$ cat config.mk
export PLATFORM = sky130hd
export DESIGN_NAME = rps_ram
export DESIGN_NICKNAME = d
export VERILOG_FILES = /design/src/hw/rtl/rps_ram.sv
export SDC_FILE = /design/constraint.sdc
export NUM_CORES = 2
export LEC_CHECK = 0
export BUFFER_PORTS_ARGS = -buffer_cell sky130_fd_sc_hd__buf_2
export CAP_MARGIN = 5
export CORE_MARGIN = 2
export CORE_UTILIZATION = 50
export DETAILED_ROUTE_END_ITERATION = 16
export MAX_ROUTING_LAYER = met4
export PLACE_DENSITY = 0.69
export SYNTH_ARGS = -nofsm -noshare
export SYNTH_HDL_FRONTEND = slang
export SYNTH_SLANG_ARGS = --single-unit
export TNS_END_PERCENT = 30
$ cat constraint.sdc
create_clock -name clock -period 3 [get_ports clock]
set_input_delay 0.3 -clock clock [delete_from_list [all_inputs] [get_ports clock]]
set_output_delay 0.3 -clock clock [all_outputs]
set_load 0.05 [all_outputs]
$ cat src/hw/rtl/rps_ram.sv
// generic single write port, single read port ram with registered read
module rps_ram #(
   parameter int WIDTH = 16,
   parameter int DEPTH = 256
) (
   input  logic                     clock,
   input  logic                     wr_en,
   input  logic [$clog2(DEPTH)-1:0] wr_addr,
   input  logic [WIDTH-1:0]         wr_data,
   input  logic [$clog2(DEPTH)-1:0] rd_addr,
   output logic [WIDTH-1:0]         rd_data
);

   logic [WIDTH-1:0] mem_ff [DEPTH];
   logic [WIDTH-1:0] rd_data_ff;

   always_ff @(posedge clock) begin
      if (wr_en) begin
         mem_ff[wr_addr] <= wr_data;
      end
      rd_data_ff <= mem_ff[rd_addr];
   end

   assign rd_data = rd_data_ff;

endmodule

# [Yosys cells after proc, flatten, opt, wreduce, memory -nomap -nowiden]
# Memories as Yosys holds them, arrays and structs flattened. A register that Yosys moved wholly into a read port is not among the register bits.
# Index checks and enable logic that the tools add are counted.
[totals] register_bits=0 ramBits=4096 inputBits=34 output_inout_bits=16 elab_cells=3 n_memories=1
[op_classes] muxes=2
[mem_list] name="mem_ff" words=256 word_bits=16 rd=1 rd_ports_with_merged_regs=1 wr=1 line_no="14" rtl="logic [WIDTH-1:0] mem_ff [DEPTH];"
[op_table] cell="$mux W1" count=2

# [Depth between registers and ports, before layout]
[logic_depth] ltp_word=2 depth_mapped=12 mapped_depth_nobuf=6

# [Worst setup path after synthesis]
# Ideal clock, no wire load.
[synth_timing] kind="input to register" start="in wr_addr[3]" end="mem mem_ff[235][0], enable pin" setup_ns=0.388 t_arrival_ns=2.077 t_required_ns=2.612 path_slack_ns=0.535 stages=6 n_path_buf=3 path_cell_list="clkbuf_1 > nor2b_1 > clkbuf_1 > nand4_1 > clkbuf_1 > nor2_1"
[synth_rtl] item="start: declaration" line_no="8" rtl="input logic [$clog2(DEPTH)-1:0] wr_addr,"
[synth_rtl] item="end: declaration" line_no="14"
# No word-level cell before the write port.

==> flow_summary.toml <==
[synthesis]
synthCells = 7360
netlist_area_sq_um = 159000
synth-seq-cells = 4112
synth_edf_count = 4096
synth_cell_types = 52
ys.flop_type = "edfxtp_1"
synth_fp_nets = 7394
ys_async_sr_fraction_pct = 0
syn_avg_cell_area_sq_um = 21.6
synth.yosys.seq_area_share_pct = 77.7
yosysWarnings = 0

[layout]
finish.net_count = 8273
areaGrowthSynthToFinish_pct = 15.3
final_area_sq_um = 183000
final_cell_mix = "4,096 x edfxtp_1, 797 x mux4_2, 744 x buf_4"
drive_above_1_share_pct = 28.5
utilization_pct = 58.0
layout_commonest_cell = "edfxtp_1"

[global_routing]
grt_usage_pct = 26.2
grt_max_degree = 114
grt_antenna_before_repair = 30
grt_pass1_wl_mm = 588
grt_pass1_vias = 79964
grt_remaining_overflow = 0

[setup_path]
r2r_start = "mem_ff[51][11]"
crit_path_end_kind = "flip-flop"
critical_path_class = "reg -> reg"
cp_max_fo = 1
worstRegToRegCells = 6
worst_setup_path_start_kind = "flip-flop"
timing.rr.end = "rd_data[11]"
worstPathRequired_ns = 3.83
cp.arrival_ns = 3.78
reg2reg_slack_ns = 0.05

[place]
routabilityCongestion = 0.917
place_hpwl_mm = 257
pre_cts_ws_ns = -0.764
place_area_sq_um = 170000
io_buffer_count = 49

[sta]
rsz0062_at_grt = "false"
clock.fmax_ghz = 0.339
worst_slack_ns = 0.0478
drv_slew = 0
fin_crit_ns = 2.95
finalHoldViolations = 0
setup_violations = 0
finalCritPeriodShare_pct = 98.4
worst_pin_slew_ns = 1.37
fin_skew_ns = 0.0501
max-slew-margin-rel_pct = 8.10

[detailed_routing]
vias = 80998
drc = 0
first_pass_iters = 8
avgViaCountPerCell = 6.35
wire_per_inst_um = 32.4
ant_nets = 0
drtIter0Drc = 11497
totalWireLength_mm = 413

[power_and_ir_drop]
switching_share_pct = 21.8
ir_drop_uv = 487
clkPwrFrac_pct = 41.3
comb_power_share_pct = 5.5
p_leak_uw = 0.0590
powerDensity_nw_per_um2 = 652
seqPwrFrac_pct = 53.2
intPower_uw = 93300
p_switching_uw = 25900

[clocking]
cts_setup_buffers = 0
clockBufferDepth = 4
cts_made_buffers = 400
htree_levels = 5
cts_root_buf = "clkbuf_16"
clock_sinks = 4112
clkTransAtPathRegs_ns = 0.07
cts_tree = "built"
clk_latency_ns = 0.98

[floorplan]
num_rows = 206
start_util_pct = 50.3
ioPinCount = 50
die_h_um = 567
die_w_um = 567
design.die.area_sq_um = 322000
core_sq_um = 315000

[run_status]
status = "finished, final reports clean"

[min_path]
hp-class = "in -> reg"
holdPathEnd = "mem_ff[215][7]"
hold_start = "wr_addr[1]"
hold_depth = 4

[flow_run]
cap_viol_max_count = 0
## power groups by stage
stage | logic (uW) | registers (uW) | clock network (uW)
2_1_floorplan | 3120 | 64700 | 0
3_3_place_gp | 6350 | 64700 | 0
3_5_place_dp | 6480 | 64700 | 0
4_1_cts | 6530 | 63400 | 49700
5_1_grt | 6820 | 63400 | 51900
6_report | 6560 | 63400 | 49300
## how the worst max path moves through the flow
stage                                end  depth (start not counted)  slack [ns]      startpoint
after detailed placement      rd_data[5]                         10       -0.76      rd_addr[0]
after CTS                    rd_data[11]                          6        0.02  mem_ff[51][11]
after floorplan           mem_ff[235][0]                          6        0.53      wr_addr[3]
after global placement        rd_data[5]                         10       -0.75      rd_addr[0]
final                        rd_data[11]                          6        0.05  mem_ff[51][11]
after global routing         rd_data[13]                          6        0.11  mem_ff[61][13]
## metrics by stage
step                hold slack, ns  instances  power [uW]  setup TNS [ns]
finish                       0.144      12753      119000               0
global route                 0.127      12742      122000               0
floorplan                    0.399       7360       67900               0
CTS                         0.0795      12729      120000               0
global placement             0.696      11981       71000           -5.77
detailed placement           0.694      11981       71100           -6.04
## synth_stat cells (5+ instances only)
cell       number  area, sq um
nand2_1        38          143
clkbuf_1      230          863
nor4_1         17          106
o31ai_1        16          120
nor3_1         92          460
buf_6          77          867
mux4_2        797        17900
a22o_1         32          280
o21ai_0        37          185
dfxtp_1        16          320
edfxtp_1     4096       123000
a2111oi_0       6         52.6
mux2_2         88          991
mux2i_1       565         5660
buf_2          76          380
o32ai_1        20          175
a21oi_1       175          876
buf_12          5          100
a22oi_1        43          323
nand4_1        26          163
o22ai_1       148          926
a211oi_1       18          135
nor2b_1         9         56.3
o221ai_1      252         2210
nand3_1        35          175
and3_1         11         68.8
a31oi_1         6         37.5
buf_8          11          165
a221oi_1       28          245
nor2_1        304         1140
buf_1          27          101
buf_4          26          195
## flip-flops by register name, summed over array words and instances (netlist names)
| name | count |
|---|---|
| mem_ff | 4096 |
| rd_data | 16 |
## layout make-up
class | count | area, sq um
repair buffers | 929 | 8590
multi-input cells | 2792 | 32900
clock inverters | 258 | 2460
flip-flops and latches | 4112 | 123000
inverters | 4 | 27.5
clock buffers | 474 | 10400
fillers | 22370 | 132000
diodes | 24 | 60.1
well taps | 4160 | 5200
## metal layers
layer | routed length, um | track usage (%) | vias to the layer above
met1 | 158000 | 35.3 | 42700
met3 | 42000 | 5.18 | 700
met5 | 0 | - | -
met2 | 197000 | 40.1 | 4507
met4 | 15900 | 9.58 | 0
li1 | - | - | 33091
## cells by family after synthesis
kind of cell,synth area share [%]
AO/OA/AOI/OAI,3.54
multiplexers,15.5
buffers and inverters,1.69
flip-flops,77.7
AND/OR/NAND/NOR,1.57
## critical path, stage by stage, from the launching register on
cell      delay (ns)
edfxtp_1        0.38
mux4_2          0.49
mux4_2          0.56
a22o_1          0.40
o32ai_1         0.72
buf_4           0.23
nor4_1          0.05
## what timing repair did
item,4_1_cts,5_1_grt
resized for setup,2,0
endpoints found under the hold margin,1095,0
hold buffers,16,0
setup endpoints to repair,2,0
(Power assumes the default switching activity.)
