<file path="src/hw/rtl/rps_pkg.sv">
// shared types and constants for the random permutation shuffler
package rps_pkg;

   localparam int WORD_W  = 31;
   localparam int CSR_W   = 9;
   localparam int OUT_W   = 8;
   localparam int EPOCH_W = 8;

   localparam logic [CSR_W-1:0]   SIZE_RESET = 9'd256;
   localparam logic [EPOCH_W-1:0] EPOCH_MAX  = {EPOCH_W{1'b1}};
   localparam logic [EPOCH_W-1:0] EPOCH_NONE = '0;
   localparam logic [EPOCH_W-1:0] EPOCH_FIRST = 8'd1;

   typedef enum logic [8:0] {
      S_SWEEP = 9'b0_0000_0001,
      S_IDLE  = 9'b0_0000_0010,
      S_START = 9'b0_0000_0100,
      S_DIV   = 9'b0_0000_1000,
      S_RD_I  = 9'b0_0001_0000,
      S_RD_J  = 9'b0_0010_0000,
      S_WR_J  = 9'b0_0100_0000,
      S_WR_I  = 9'b0_1000_0000,
      S_EMIT  = 9'b1_0000_0000
   } state_type;

endpackage

</file>
<file path="src/hw/rtl/rps_mod_unit.sv">
// radix-2 shift-subtract remainder unit, one dividend bit per cycle
module rps_mod_unit
   import rps_pkg::*;
#(
   parameter int DIV_W = 9
) (
   input  logic              clock,
   input  logic              reset,
   input  logic              start,
   input  logic [WORD_W-1:0] dividend,
   input  logic [DIV_W-1:0]  divisor,
   output logic              done,
   output logic [DIV_W-1:0]  remainder
);

   localparam int CNT_W = $clog2(WORD_W + 1);

   logic              busy_ff, busy_in;
   logic              done_ff, done_in;
   logic [CNT_W-1:0]  cnt_ff, cnt_in;
   logic [WORD_W-1:0] shift_ff, shift_in;
   logic [DIV_W-1:0]  div_ff, div_in;
   logic [DIV_W-1:0]  rem_ff, rem_in;
   logic [DIV_W:0]    trial;
   logic [DIV_W:0]    div_wide;

   assign trial    = {rem_ff, shift_ff[WORD_W-1]};
   assign div_wide = {1'b0, div_ff};

   always_comb begin
      busy_in  = busy_ff;
      done_in  = 1'b0;
      cnt_in   = cnt_ff;
      shift_in = shift_ff;
      div_in   = div_ff;
      rem_in   = rem_ff;
      if (start) begin
         busy_in  = 1'b1;
         cnt_in   = CNT_W'(WORD_W);
         shift_in = dividend;
         div_in   = divisor;
         rem_in   = '0;
      end else if (busy_ff) begin
         shift_in = {shift_ff[WORD_W-2:0], 1'b0};
         if (trial >= div_wide) begin
            rem_in = DIV_W'(trial - div_wide);
         end else begin
            rem_in = DIV_W'(trial);
         end
         cnt_in = cnt_ff - CNT_W'(1);
         if (cnt_ff == CNT_W'(1)) begin
            busy_in = 1'b0;
            done_in = 1'b1;
         end
      end
   end

   always_ff @(posedge clock) begin
      if (reset) begin
         busy_ff <= 1'b0;
         done_ff <= 1'b0;
         cnt_ff  <= '0;
      end else begin
         busy_ff <= busy_in;
         done_ff <= done_in;
         cnt_ff  <= cnt_in;
      end
      shift_ff <= shift_in;
      div_ff   <= div_in;
      rem_ff   <= rem_in;
   end

   assign done      = done_ff;
   assign remainder = rem_ff;

endmodule

</file>
<file path="config.mk">
export PLATFORM = sky130hd
export DESIGN_NAME = rps_mod_unit
export DESIGN_NICKNAME = d
export VERILOG_FILES = /design/src/hw/rtl/rps_pkg.sv /design/src/hw/rtl/rps_mod_unit.sv
export SDC_FILE = /design/constraint.sdc
export NUM_CORES = 1
export LEC_CHECK = 0
export BUFFER_PORTS_ARGS = -buffer_cell sky130_fd_sc_hd__buf_2
export CORE_ASPECT_RATIO = 0.5
export CORE_MARGIN = 2
export CORE_UTILIZATION = 55
export CTS_BUF_LIST = sky130_fd_sc_hd__clkbuf_4 sky130_fd_sc_hd__clkbuf_8 sky130_fd_sc_hd__clkbuf_16
export DETAILED_ROUTE_END_ITERATION = 7
export PLACE_DENSITY = 0.87
export RECOVER_POWER = 25
export SYNTH_ARGS = -nofsm -noshare
export SYNTH_HDL_FRONTEND = slang
export SYNTH_SLANG_ARGS = --single-unit
</file>
<file path="constraint.sdc">
create_clock -name clock -period 5.6 [get_ports clock]
set_clock_uncertainty 0.2 [all_clocks]
set_input_delay 1.12 -clock clock [delete_from_list [all_inputs] [get_ports clock]]
set_output_delay 1.12 -clock clock [all_outputs]
set_load 0.02 [all_outputs]
</file>
# After elaboration in Yosys (flattened, before gate mapping)
# Cells that the tools add are included.
[op_classes]
addsub = 2
order_cmp = 1
n_eq_ne = 1
mux = 9
bitwise_logic = 1
n_reduce_logical = 2
[op_table]
columns = ["cell", "n"]
rows = [
  ["$mux 31", 2],
  ["$ge 10x9->1", 1],
  ["$mux 5", 2],
  ["$mux 9", 1],
  ["$sub 9x9->9", 1],
  ["$eq 5x1->1 const B", 1],
  ["$sub 5x1->5 const B", 1],
  ["$mux 1", 4],
  ["$reduce_or 3->1", 1],
  ["$reduce_bool 2->1", 1],
  ["$not 1->1", 1],
]
[totals]
reg_bits = 56
out_inout_bits = 10
elab_cells = 22

# Depth between registers and ports, before layout
# Gate-level depths: netlist of run 1.
[logic_depth]
depth_word = 4
mapped_depth = 9
mapped_depth_nobuf = 9

# Worst setup path before layout of run 1
# No wires, ideal clock.
[synth_path]
kind = "in2reg"
from = "in start"
to = "reg shift_ff[15] (data pin)"
setup_time_ns = 0.260
arrival_ns = 2.124
required_ns = 5.140
path_slack_ns = 3.016
path_stages = 3
n_path_buf = 2
cell_sequence = "clkbuf_1 > buf_1 > mux2_2"
[synth_via]
elab_chain_cells = 1
[synth_rtl]
columns = ["item", "line", "source"]
rows = [
  ["start, declared", "rps_mod_unit.sv:9", "input logic start,"],
  ["$mux 31", "rps_mod_unit.sv:37", "if (start) begin"],
  ["named net shift_in[15]", "rps_mod_unit.sv:21", "logic [WORD_W-1:0] shift_ff, shift_in;"],
  ["end signal, assigned", "rps_mod_unit.sv:68", "shift_ff <= shift_in;"],
  ["end, declared", "rps_mod_unit.sv:21", ""],
]
# The timed path passes the listed nets, and every way through them passes these cells.
# A chain may end at the register's enable or synchronous reset.

# Worst setup path after layout of run 1
[layout_path]
from = "in start"
to = "reg shift_ff[25] (enable)"
[layout_via]
elab_chain_cells = 1
[layout_rtl]
columns = ["item"]
rows = [
  ["$reduce_bool 2->1 (no source line)"],
]
# Every way passes these cells.

==> results of run 1 <==
cells in the mapped netlist:
library cell	n
o211ai_2	1
nand4b_1	1
nand2_1	8
o211a_2	1
a311oi_1	3
clkbuf_1	5
xor2_1	5
and2_1	2
nand2b_1	3
nor2_1	27
fa_1	1
or2_2	1
mux2i_1	6
o211a_1	1
o211ai_1	4
mux2_2	31
o21ai_0	1
o2111ai_1	1
nand3_1	5
a21o_1	1
a211oi_1	7
a311oi_2	1
xnor2_1	3
and3b_1	1
dfxtp_1	16
a21oi_1	7
o31ai_1	2
buf_1	3
edfxtp_1	40
nor4b_1	1
o21a_1	1
buf_2	2
and4b_1	1
nand3b_1	2
or3_4	1
inv_1	13
nand4b_4	1
ha_1	11
or3_1	1
nor3b_1	1
worst register-to-register path, delay by kind of cell (launching register included):
| kind | cells | cell delay [ns] |
|---|---|---|
| AOI/OAI and AO/OA | 4 | 1.29 |
| adders and majority gates | 2 | 0.58 |
| DFF | 1 | 0.40 |
| muxes | 1 | 0.20 |
| buffers and inverters | 2 | 0.12 |
kinds of logic (layout without fill, tap and decap cells):
kind of cell             count (synthesis)  after routing  synth area share [%]
buffers and inverters                   23             74                  3.20
multiplexers                            37             37                  14.7
AND/OR/NAND/NOR                         56             56                  10.6
adder cells (fa/ha/maj)                 12             12                  5.68
XOR/XNOR                                 8              8                  2.52
flip-flops                              56             56                  54.8
AO/OA/AOI/OAI                           31             31                  8.47
layer usage:
| layer | up-vias | wire length, um | global-route usage, % |
|---|---|---|---|
| li1 | 918 | - | - |
| met1 | 865 | 2300 | 20.5 |
| met2 | 23 | 2310 | 31.0 |
| met3 | 4 | 167 | 4.29 |
| met4 | 0 | 34 | 3.83 |
| met5 | - | 0 | 0 |
per-stage QoR:
step,total power [mW],setup slack (ns)
after floorplan,0.666,3.02
after global placement,0.710,2.36
after detailed placement,0.721,2.27
after CTS,0.944,2.61
after global routing,0.986,2.49
final,0.938,2.60
worst paths after layout:
path / start / to / slack, ns / cells past startpoint
setup / recovery: start / shift_ff[25] / 2.60 / 2
hold reg to reg: remainder[2] / remainder[2] / 0.31 / 2
hold / removal: remainder[2] / remainder[2] / 0.31 / 2
setup reg to reg: shift_ff[30] / remainder[4] / 2.71 / 9
power by group:
part | internal [mW] | leakage, nW | switching (mW)
Sequential | 0.491 | 0.533 | 0.0183
Clock | 0.0901 | 0.0485 | 0.138
Combinational | 0.0911 | 0.715 | 0.109
layout make-up:
type	instances	share of cell area [%]
clock buffer	5	2.17
multi-input combinational	144	36.8
inverter	13	1.54
timing repair buffer	53	8.09
sequential	56	48.0
clock inverter	3	0.710
tap	70	2.76
sequential cells by signal, indices dropped and copies added (netlist names):
register,cells
div_ff,9
cnt_ff,5
busy_ff,1
shift_ff,31
done,1
remainder,9
==> out/summary.txt, run 1 <==
outcome - complete, no violations
drt pass-1 iters - 4
placed insts - 336
PwrDens - 296 nW/um^2
Num CTS Buffers - 5
pin count of the biggest net entering global routing - 57
via count - 1810
core area - 4890 sq um
Worst path top cell family by delay - buffers and inverters
CTS root buffer - clkbuf_8
synthesized cell area - 2780 sq um
initial antenna violation count - 0
period utilisation layout - 53.6%
CTS tree - done
post-cts hold buffer count - 0
total track usage - 16.7%
first-pass GRT wire length - 7430 um
unrepaired setup endpoints after global routing - no
Antenna Violating Nets Remaining - 0
die width - 104 um
num rows - 18
setup_tns - 0 ns
Max Freq - 0.333 GHz
Clock Path Buffers - 2
register area share after synthesis - 54.8%
commonest non-fill, non-tap cell in the layout - buf_2
Layout Cells excl Fill - 344
syn_nets - 278
Unique masters post-synth - 40
Hold Vio Cnt, Final - 0
leakage - 1.30 nW
CP max FO - 56
Antenna diodes - 0
crit path time final - 3.00 ns
Multi-input gate area - 1170 sq um
vias in the first global route - 1706
HPWL Detailed - 3370 um
IO Pins - 53
Critical Path RT - 5.35 ns
path category of the worst min-delay check - flop to flop
crit end category - flop
Tightest Pin Transition - 1.16 ns
# Max-Cap Violations - 0
most frequent cells in the layout - 43 x buf_2, 40 x edfxtp_1, 31 x mux2_2
Layout area overhead - 14.2%
CP Data Arrival Time - 2.75 ns
max incr delay on CP - 0.85 ns
DR DRC count - 0
syn_area_per_cell - 12.5 sq um
clk slew on worst S/H paths - 0.10 ns
wire length per cell - 14.0 um
#FFs+latches synth - 56
CP Cell Sequence - buf_2, or2_2
GP Congestion - 0.813
register area - 1520 sq um
critical path class - input port to flop
final setup vio count - 0
latest clock arrival within the worst-skew pair - 0.31 ns
Filler cells - 390
Yosys warnings - 0
CP bufs+invs - 1
post-CTS setup buffers - 0
die area - 5670 sq um
Synth top area share - 43.3%
Worst VDD drop - 0.128 mV
Hold WS - 0.312 ns
# resized after CTS - 0
post-route design area - 3170 sq um
Max Slew Vio Count - 0
GRT overflow - 0
Layout Utilization - 64.9%
Placed Area - 3090 sq um
Synth area leader - edfxtp_1
layout cell share with drive strength beyond 1 - 32.5%
CP max-delay cell - buf_2
synth top area cells - edfxtp_1 43%, mux2_2 13%, dfxtp_1 12%, ha_1 5.0%, nor2_1 3.7%
final net count - 328
violation count after the first detailed-route iteration - 39
number of vias per cell - 5.26
CP Launch Type - input port
Port-buffer cells - 52
Max-slew headroom - 22.8%
die height - 54.2 um
total wire length - 4820 um
CTS sink cnt - 56
CTS H-tree depth - 2
Cells after Synth - 223
initial core utilization - 56.8%
No activity file was read; power rests on OpenSTA's default activity.
==> inputs of run 2 (changes only) <==
--- a/config.mk
+++ b/config.mk
@@ -5,6 +5,7 @@
 export SDC_FILE = /design/constraint.sdc
 export NUM_CORES = 1
 export LEC_CHECK = 0
+export ABC_AREA = 1
 export BUFFER_PORTS_ARGS = -buffer_cell sky130_fd_sc_hd__buf_2
 export CORE_ASPECT_RATIO = 0.5
 export CORE_MARGIN = 2
==> constraint.sdc (replaced) <==
create_clock -name clock -period 3 [get_ports clock]
set_clock_uncertainty 0.2 [all_clocks]
set_input_delay 0.6 -clock clock [delete_from_list [all_inputs] [get_ports clock]]
set_output_delay 0.6 -clock clock [all_outputs]
set_load 0.02 [all_outputs]
==> out/summary.txt, run 2 <==
post-CTS setup buffers - 0 (unchanged)
clk slew on worst S/H paths - 0.10 ns (about the same)
Hold Vio Cnt, Final - 0 (unchanged)
Pint - 1.29 mW (+92%)
die width - 105 um (+0.86%)
Largest Register - shift_ff
critical path class - flop to flop
Multi-input gate area - 1090 sq um (-6.1%)
crit path time final - 2.24 ns
register area - 1520 sq um (unchanged)
GP Congestion - 0.887 (+9.1%)
CP max FO - 11 (-80%)
commonest non-fill, non-tap cell in the layout - nand2_1
layout cell share with drive strength beyond 1 - 19.6% (-13 points)
Worst VDD drop - 0.285 mV (+120%)
Max Slew Vio Count - 0 (unchanged)
# Max-Cap Violations - 0 (unchanged)
final setup vio count - 0 (unchanged)
post-cts hold buffer count - 0 (unchanged)
Synth top area share - 42.5% (-0.77 points)
EDFF count, synth - 40 (unchanged)
initial core utilization - 57.3% (+0.50 points)
unrepaired setup endpoints after global routing - no
Layout area overhead - 16.1%
syn_nets - 387 (+39%)
sequential share of power - 54.8% (+0.5 points)
Tightest Pin Transition - 0.612 ns (-0.546 ns)
setup_tns - 0 ns (unchanged)
path category of the worst min-delay check - input port to flop
Port-buffer cells - 52 (unchanged)
Synth area leader - edfxtp_1
Antenna diodes - 0 (unchanged)
IO Pins - 53 (unchanged)
first-pass GRT wire length - 9140 um (+23%)
die area - 5760 sq um (+1.7%)
Max-slew headroom - 59.2% (+36 points)
pin count of the biggest net entering global routing - 37 (-35%)
Critical Path RT - 3.04 ns (-2.31 ns)
HPWL Detailed - 4120 um (+22%)
drt pass-1 iters - 4 (unchanged)
vias in the first global route - 2147 (+26%)
DR DRC count - 0 (unchanged)
Unique masters post-synth - 27 (-33%)
via count - 2259 (+25%)
latest clock arrival within the worst-skew pair - 0.30 ns (about the same)
# resized after CTS - 0 (unchanged)
GRT overflow - 0 (unchanged)
Psw - 405 uW (+52%)
synth top area cells - edfxtp_1 42%, nand2_1 18%, dfxtp_1 11%, inv_1 5.6%, ha_1 4.9%
number of vias per cell - 4.94 (-6.1%)
Yosys warnings - 0 (unchanged)
Antenna Violating Nets Remaining - 0 (unchanged)
Clock Path Buffers - 2 (unchanged)
outcome - complete, no violations
most frequent cells in the layout - 139 x nand2_1, 51 x buf_2, 42 x inv_1
CP Data Arrival Time - 2.28 ns (-0.47 ns)
Cells after Synth - 332 (+49%)
placed insts - 449 (+34%)
#FFs+latches synth - 56 (unchanged)
wire length per cell - 12.1 um (-14%)
Max Freq - 0.446 GHz
violation count after the first detailed-route iteration - 129 (+230%)
Filler cells - 375 (-3.8%)
core area - 4930 sq um (+0.92%)
period utilisation layout - 74.7%
top-count cell post-synth - nand2_1
CTS sink cnt - 56 (unchanged)
post-synthesis async set-or-reset flop share - 0% (unchanged)
clock share of power - 30.9% (+6.6 points)
CP Launch Type - flop
leakage - 1.69 nW (+30%)
Layout Cells excl Fill - 457 (+33%)
CTS H-tree depth - 2 (unchanged)
final net count - 441 (+34%)
synthesized cell area - 2830 sq um (+1.8%)
PwrDens - 517 nW/um^2 (+75%)
switch share - 23.9% (-4.5 points)
syn_area_per_cell - 8.51 sq um (-32%)
CTS root buffer - clkbuf_8
max FFs per register - 31 (unchanged)
top cells by count, synth - 139 x nand2_1, 42 x inv_1, 40 x edfxtp_1, 23 x nand3_1, 16 x dfxtp_1
Num CTS Buffers - 5 (unchanged)
ys flop type - edfxtp_1
num rows - 18 (unchanged)
die height - 54.7 um (+0.83%)
crit end category - flop
initial antenna violation count - 0 (unchanged)
CTS tree - done
register area share after synthesis - 53.8% (-0.97 points)
combinational power share - 14.3% (-7.1 points)
total track usage - 20.6% (+3.9 points)
total wire length - 5530 um (+15%)
-- run 2: per-layer routing --
| layer | global-route usage (%) | part of all wire [%] | vias up |
|---|---|---|---|
| met5 | 0 | 0 | - |
| met4 | 11.1 | 1.7 | 0 |
| met3 | 3.93 | 4.5 | 10 |
| met2 | 39.5 | 50 | 69 |
| met1 | 23.0 | 44 | 1014 |
| li1 | - | - | 1166 |
-- run 2: power groups by stage --
stage / combinational [mW] / clock (mW) / sequential [mW]
after floorplan: 0.160 / 0 / 0.946
after global placement: 0.229 / 0 / 0.945
after detailed placement: 0.240 / 0 / 0.948
after CTS: 0.242 / 0.532 / 0.930
after global routing: 0.274 / 0.567 / 0.937
final: 0.242 / 0.525 / 0.930
-- run 2: final timing paths --
| path | from | endpoint | slack, ns | cells past startpoint |
|---|---|---|---|---|
| worst max-delay path | shift_ff[30] | remainder[3] | 0.76 | 11 |
| worst min-delay path | divisor[2] | div_ff[2] | 0.26 | 1 |
| worst max register to register | shift_ff[30] | remainder[3] | 0.76 | 11 |
| worst min register to register | cnt_ff[3] | cnt_ff[3] | 0.29 | 2 |
-- run 2: cells by family after synthesis --
family / after synthesis / synth area share, %
AND/OR/NAND/NOR: 192 / 28.7
flip-flops: 56 / 53.8
buffers and inverters: 52 / 7.44
AO/OA/AOI/OAI: 17 / 3.54
adder cells (fa/ha/maj): 12 / 5.58
XOR/XNOR: 3 / 0.930
-- run 2: layout make-up --
cell class / count / share of cell area (%)
well taps: 70 / 2.67
repair buffers: 56 / 8.81
clock buffers: 7 / 2.94
inverters: 43 / 4.92
multi-input cells: 224 / 33.4
clock inverters: 1 / 0.915
flip-flops and latches: 56 / 46.4
-- run 2: metrics by stage --
stage          total power [mW]  setup WS, ns  util, %  hold slack, ns  cell area (sq um)
2_1_floorplan              1.11         0.701        -           0.243               2830
3_3_place_gp               1.17         0.933     64.0           0.256               3160
3_5_place_dp               1.19         0.802     64.0           0.275               3160
4_1_cts                    1.70         0.784     66.5           0.253               3280
5_1_grt                    1.78         0.635     66.5           0.250               3280
6_report                   1.70         0.759     66.5           0.264               3280
-- run 2: critical path: stages (launching register included) --
cell and delay (ns):
edfxtp_1 0.37, inv_1 0.10, ha_1 0.14, inv_1 0.06, fa_1 0.42, nand2_1 0.13
nand3_2 0.08, nand2_2 0.21, nand2_2 0.16, nand2_1 0.11, nand3_1 0.08, o21ai_1 0.11
==> inputs of run 3 (changes only) <==
--- a/config.mk
+++ b/config.mk
@@ -9,10 +9,10 @@
 export BUFFER_PORTS_ARGS = -buffer_cell sky130_fd_sc_hd__buf_2
 export CORE_ASPECT_RATIO = 0.5
 export CORE_MARGIN = 2
-export CORE_UTILIZATION = 55
+export CORE_UTILIZATION = 50
 export CTS_BUF_LIST = sky130_fd_sc_hd__clkbuf_4 sky130_fd_sc_hd__clkbuf_8 sky130_fd_sc_hd__clkbuf_16
 export DETAILED_ROUTE_END_ITERATION = 7
-export PLACE_DENSITY = 0.87
+export PLACE_DENSITY = 0.84
 export RECOVER_POWER = 25
 export SYNTH_ARGS = -nofsm -noshare
 export SYNTH_HDL_FRONTEND = slang
==> constraint.sdc (replaced) <==
create_clock -name clock -period 2 [get_ports clock]
set_clock_uncertainty 0.2 [all_clocks]
set_input_delay 0.4 -clock clock [delete_from_list [all_inputs] [get_ports clock]]
set_output_delay 0.4 -clock clock [all_outputs]
set_load 0.02 [all_outputs]
==> out/summary.txt, run 3 (synthesis results as in run 2) <==
outcome - finished, violations left
failing checks - negative setup slack
Worst Hold Path EP - div_ff[3]
CP startpoint - shift_ff[30]
crit path time final - 2.03 ns (-0.207 ns)
initial core utilization - 51.7% (-5.6 points)
final net count - 458 (+3.9%)
pin count of the biggest net entering global routing - 36 (-2.7%)
Max-slew headroom - 69.8% (+11 points)
reg2reg path depth - 11 (unchanged)
Clock Path Buffers - 2 (unchanged)
num rows - 19 (+1)
period utilisation layout - 102% (+27 points)
die width - 110 um (+4.7%)
critical path class - flop to flop
pre-CTS setup slack - -0.0385 ns (-0.841 ns)
crit end category - flop
commonest non-fill, non-tap cell in the layout - nand2_1
max FFs per register - 31 (unchanged)
PwrDens - 792 nW/um^2 (+53%)
path category of the worst min-delay check - input port to flop
Pint - 2.15 mW (+66%)
GP Congestion - 0.863 (-2.7%)
Worst VDD drop - 0.539 mV (+89%)
layout cell share with drive strength beyond 1 - 27.7% (+8.1 points)
die area - 6310 sq um (+9.4%)
Psw - 699 uW (+72%)
clk slew on worst S/H paths - 0.07 ns (-0.03 ns)
total wire length - 6400 um (+16%)
Max Slew Vio Count - 0 (unchanged)
Reg-to-Reg End - remainder[6]
Filler cells - 442 (+18%)
Antenna diodes - 0 (unchanged)
CP max FO - 6 (-5)
most frequent cells in the layout - 136 x nand2_1, 51 x buf_2, 40 x edfxtp_1
combinational power share - 15.7% (+1.4 points)
unrepaired setup endpoints after global routing - yes
worst hold path startpoint - divisor[3]
clock share of power - 35.2% (+4.3 points)
PnR worst setup slack - -0.0338 ns (-0.793 ns)
IO Pins - 53 (unchanged)
latest clock arrival within the worst-skew pair - 0.29 ns (about the same)
Antenna Violating Nets Remaining - 0 (unchanged)
Max Freq - 0.492 GHz (+10%)
R2R Path Start - shift_ff[30]
worst hold path cell count - 1 (unchanged)
die height - 57.2 um (+4.5%)
CTS root buffer - clkbuf_16
HPWL Detailed - 3940 um (-4.2%)
wire length per cell - 13.4 um (+11%)
Critical Path RT - 1.98 ns (-1.06 ns)
DR DRC count - 0 (unchanged)
total track usage - 19.6% (-1.0 points)
max incr delay on CP - 0.40 ns (-0.02 ns)
CP Launch Type - flop
sequential share of power - 49.1% (-5.7 points)
Port-buffer cells - 52 (unchanged)
cell mode on critical path - inv_2
Worst R2R Setup Slack - -0.03 ns (-0.79 ns)
CP Cell Sequence - inv_2, ha_4, inv_2, fa_2, nand2_2, nand3_4, nand2_4, buf_6, nand3b_1, nand3_1, nand2_1
via count - 2401 (+6.3%)
CTS tree - done
number of vias per cell - 5.03 (+1.8%)
initial antenna violation count - 0 (unchanged)
# Max-Cap Violations - 0 (unchanged)
Hold WS - 0.0794 ns (-0.184 ns)
Layout area overhead - 27.3%
core area - 5470 sq um (+11%)
Largest Register - shift_ff
vias in the first global route - 2202 (+2.6%)
CTS sink cnt - 56 (unchanged)
final setup vio count - 6 (+6)
drt pass-1 iters - 4 (unchanged)
Hold Vio Cnt, Final - 0 (unchanged)
first-pass GRT wire length - 9520 um (+4.2%)
Num CTS Buffers - 5 (unchanged)
CP max-delay cell - edfxtp_1
switch share - 24.5% (+0.65 points)
leakage - 1.83 nW (+8.2%)
Tightest Pin Transition - 0.453 ns (-0.160 ns)
CTS H-tree depth - 2 (unchanged)
CP Data Arrival Time - 2.02 ns (-0.26 ns)
GRT overflow - 0 (unchanged)
violation count after the first detailed-route iteration - 153 (+19%)
==> run 3: power groups by stage <==
stage | sequential (mW) | clock [mW] | combinational [mW]
finish | 1.40 | 1.00 | 0.447
global route | 1.41 | 1.06 | 0.499
CTS | 1.40 | 0.999 | 0.395
detailed placement | 1.42 | 0 | 0.386
global placement | 1.42 | 0 | 0.376
floorplan | 1.42 | 0 | 0.241
==> run 3: stage by stage <==
step	TNS (ns)	utilization [%]	instances	power (mW)	area, sq um
finish	-0.107	65.8	477	2.85	3600
detailed placement	-0.0385	60.0	467	1.81	3280
CTS	0	63.2	475	2.79	3460
floorplan	0	-	332	1.66	2830
global placement	0	60.0	467	1.79	3280
global route	-0.485	65.8	477	2.97	3600
==> run 3: routing by layer <==
metal  GRT usage, %  routed length (um)  vias to the layer above
met3           3.77                 346                        9
met4           6.43                  70                        0
met1           24.9                2750                     1111
met2           34.4                3230                       76
met5              0                   0                        -
li1               -                   -                     1205
==> run 3: layout make-up <==
class                           count  area, sq um  share of cell area [%]
Sequential cell                    56         1520                    42.3
Timing Repair Buffer               73          428                    11.9
Clock inverter                      2         35.0                   0.974
Clock buffer                        6          133                    3.69
Multi-Input combinational cell    224         1220                    34.0
Tap cell                           73         91.3                    2.54
Inverter                           43          165                    4.59
==> run 3: worst max-delay path by stage <==
stage | to | slack (ns) | depth (start not counted)
finish | remainder[6] | -0.03 | 11
global route | remainder[6] | -0.08 | 11
CTS | remainder[8] | 0.006 | 13
detailed placement | remainder[8] | -0.04 | 13
global placement | remainder[8] | 0.03 | 13
floorplan | shift_ff[0] | 0.04 | 3
==> run 3: worst max-delay path: cells and delay by family (launching register included) <==
family / cells / cell delay, ns
adder cells (fa/ha/maj): 2 / 0.51
flip-flops: 1 / 0.40
buffers and inverters: 3 / 0.27
AND/OR/NAND/NOR: 6 / 0.54
==> run 3: what timing repair did <==
| action | CTS | global route |
|---|---|---|
| pin swaps | 0 | 7 |
| hold endpoints to repair | 0 | 0 |
| hold buffers | 0 | 0 |
| setup buffers | 0 | 2 |
| setup endpoints to repair | 9 | 9 |
| resized for setup | 5 | 24 |
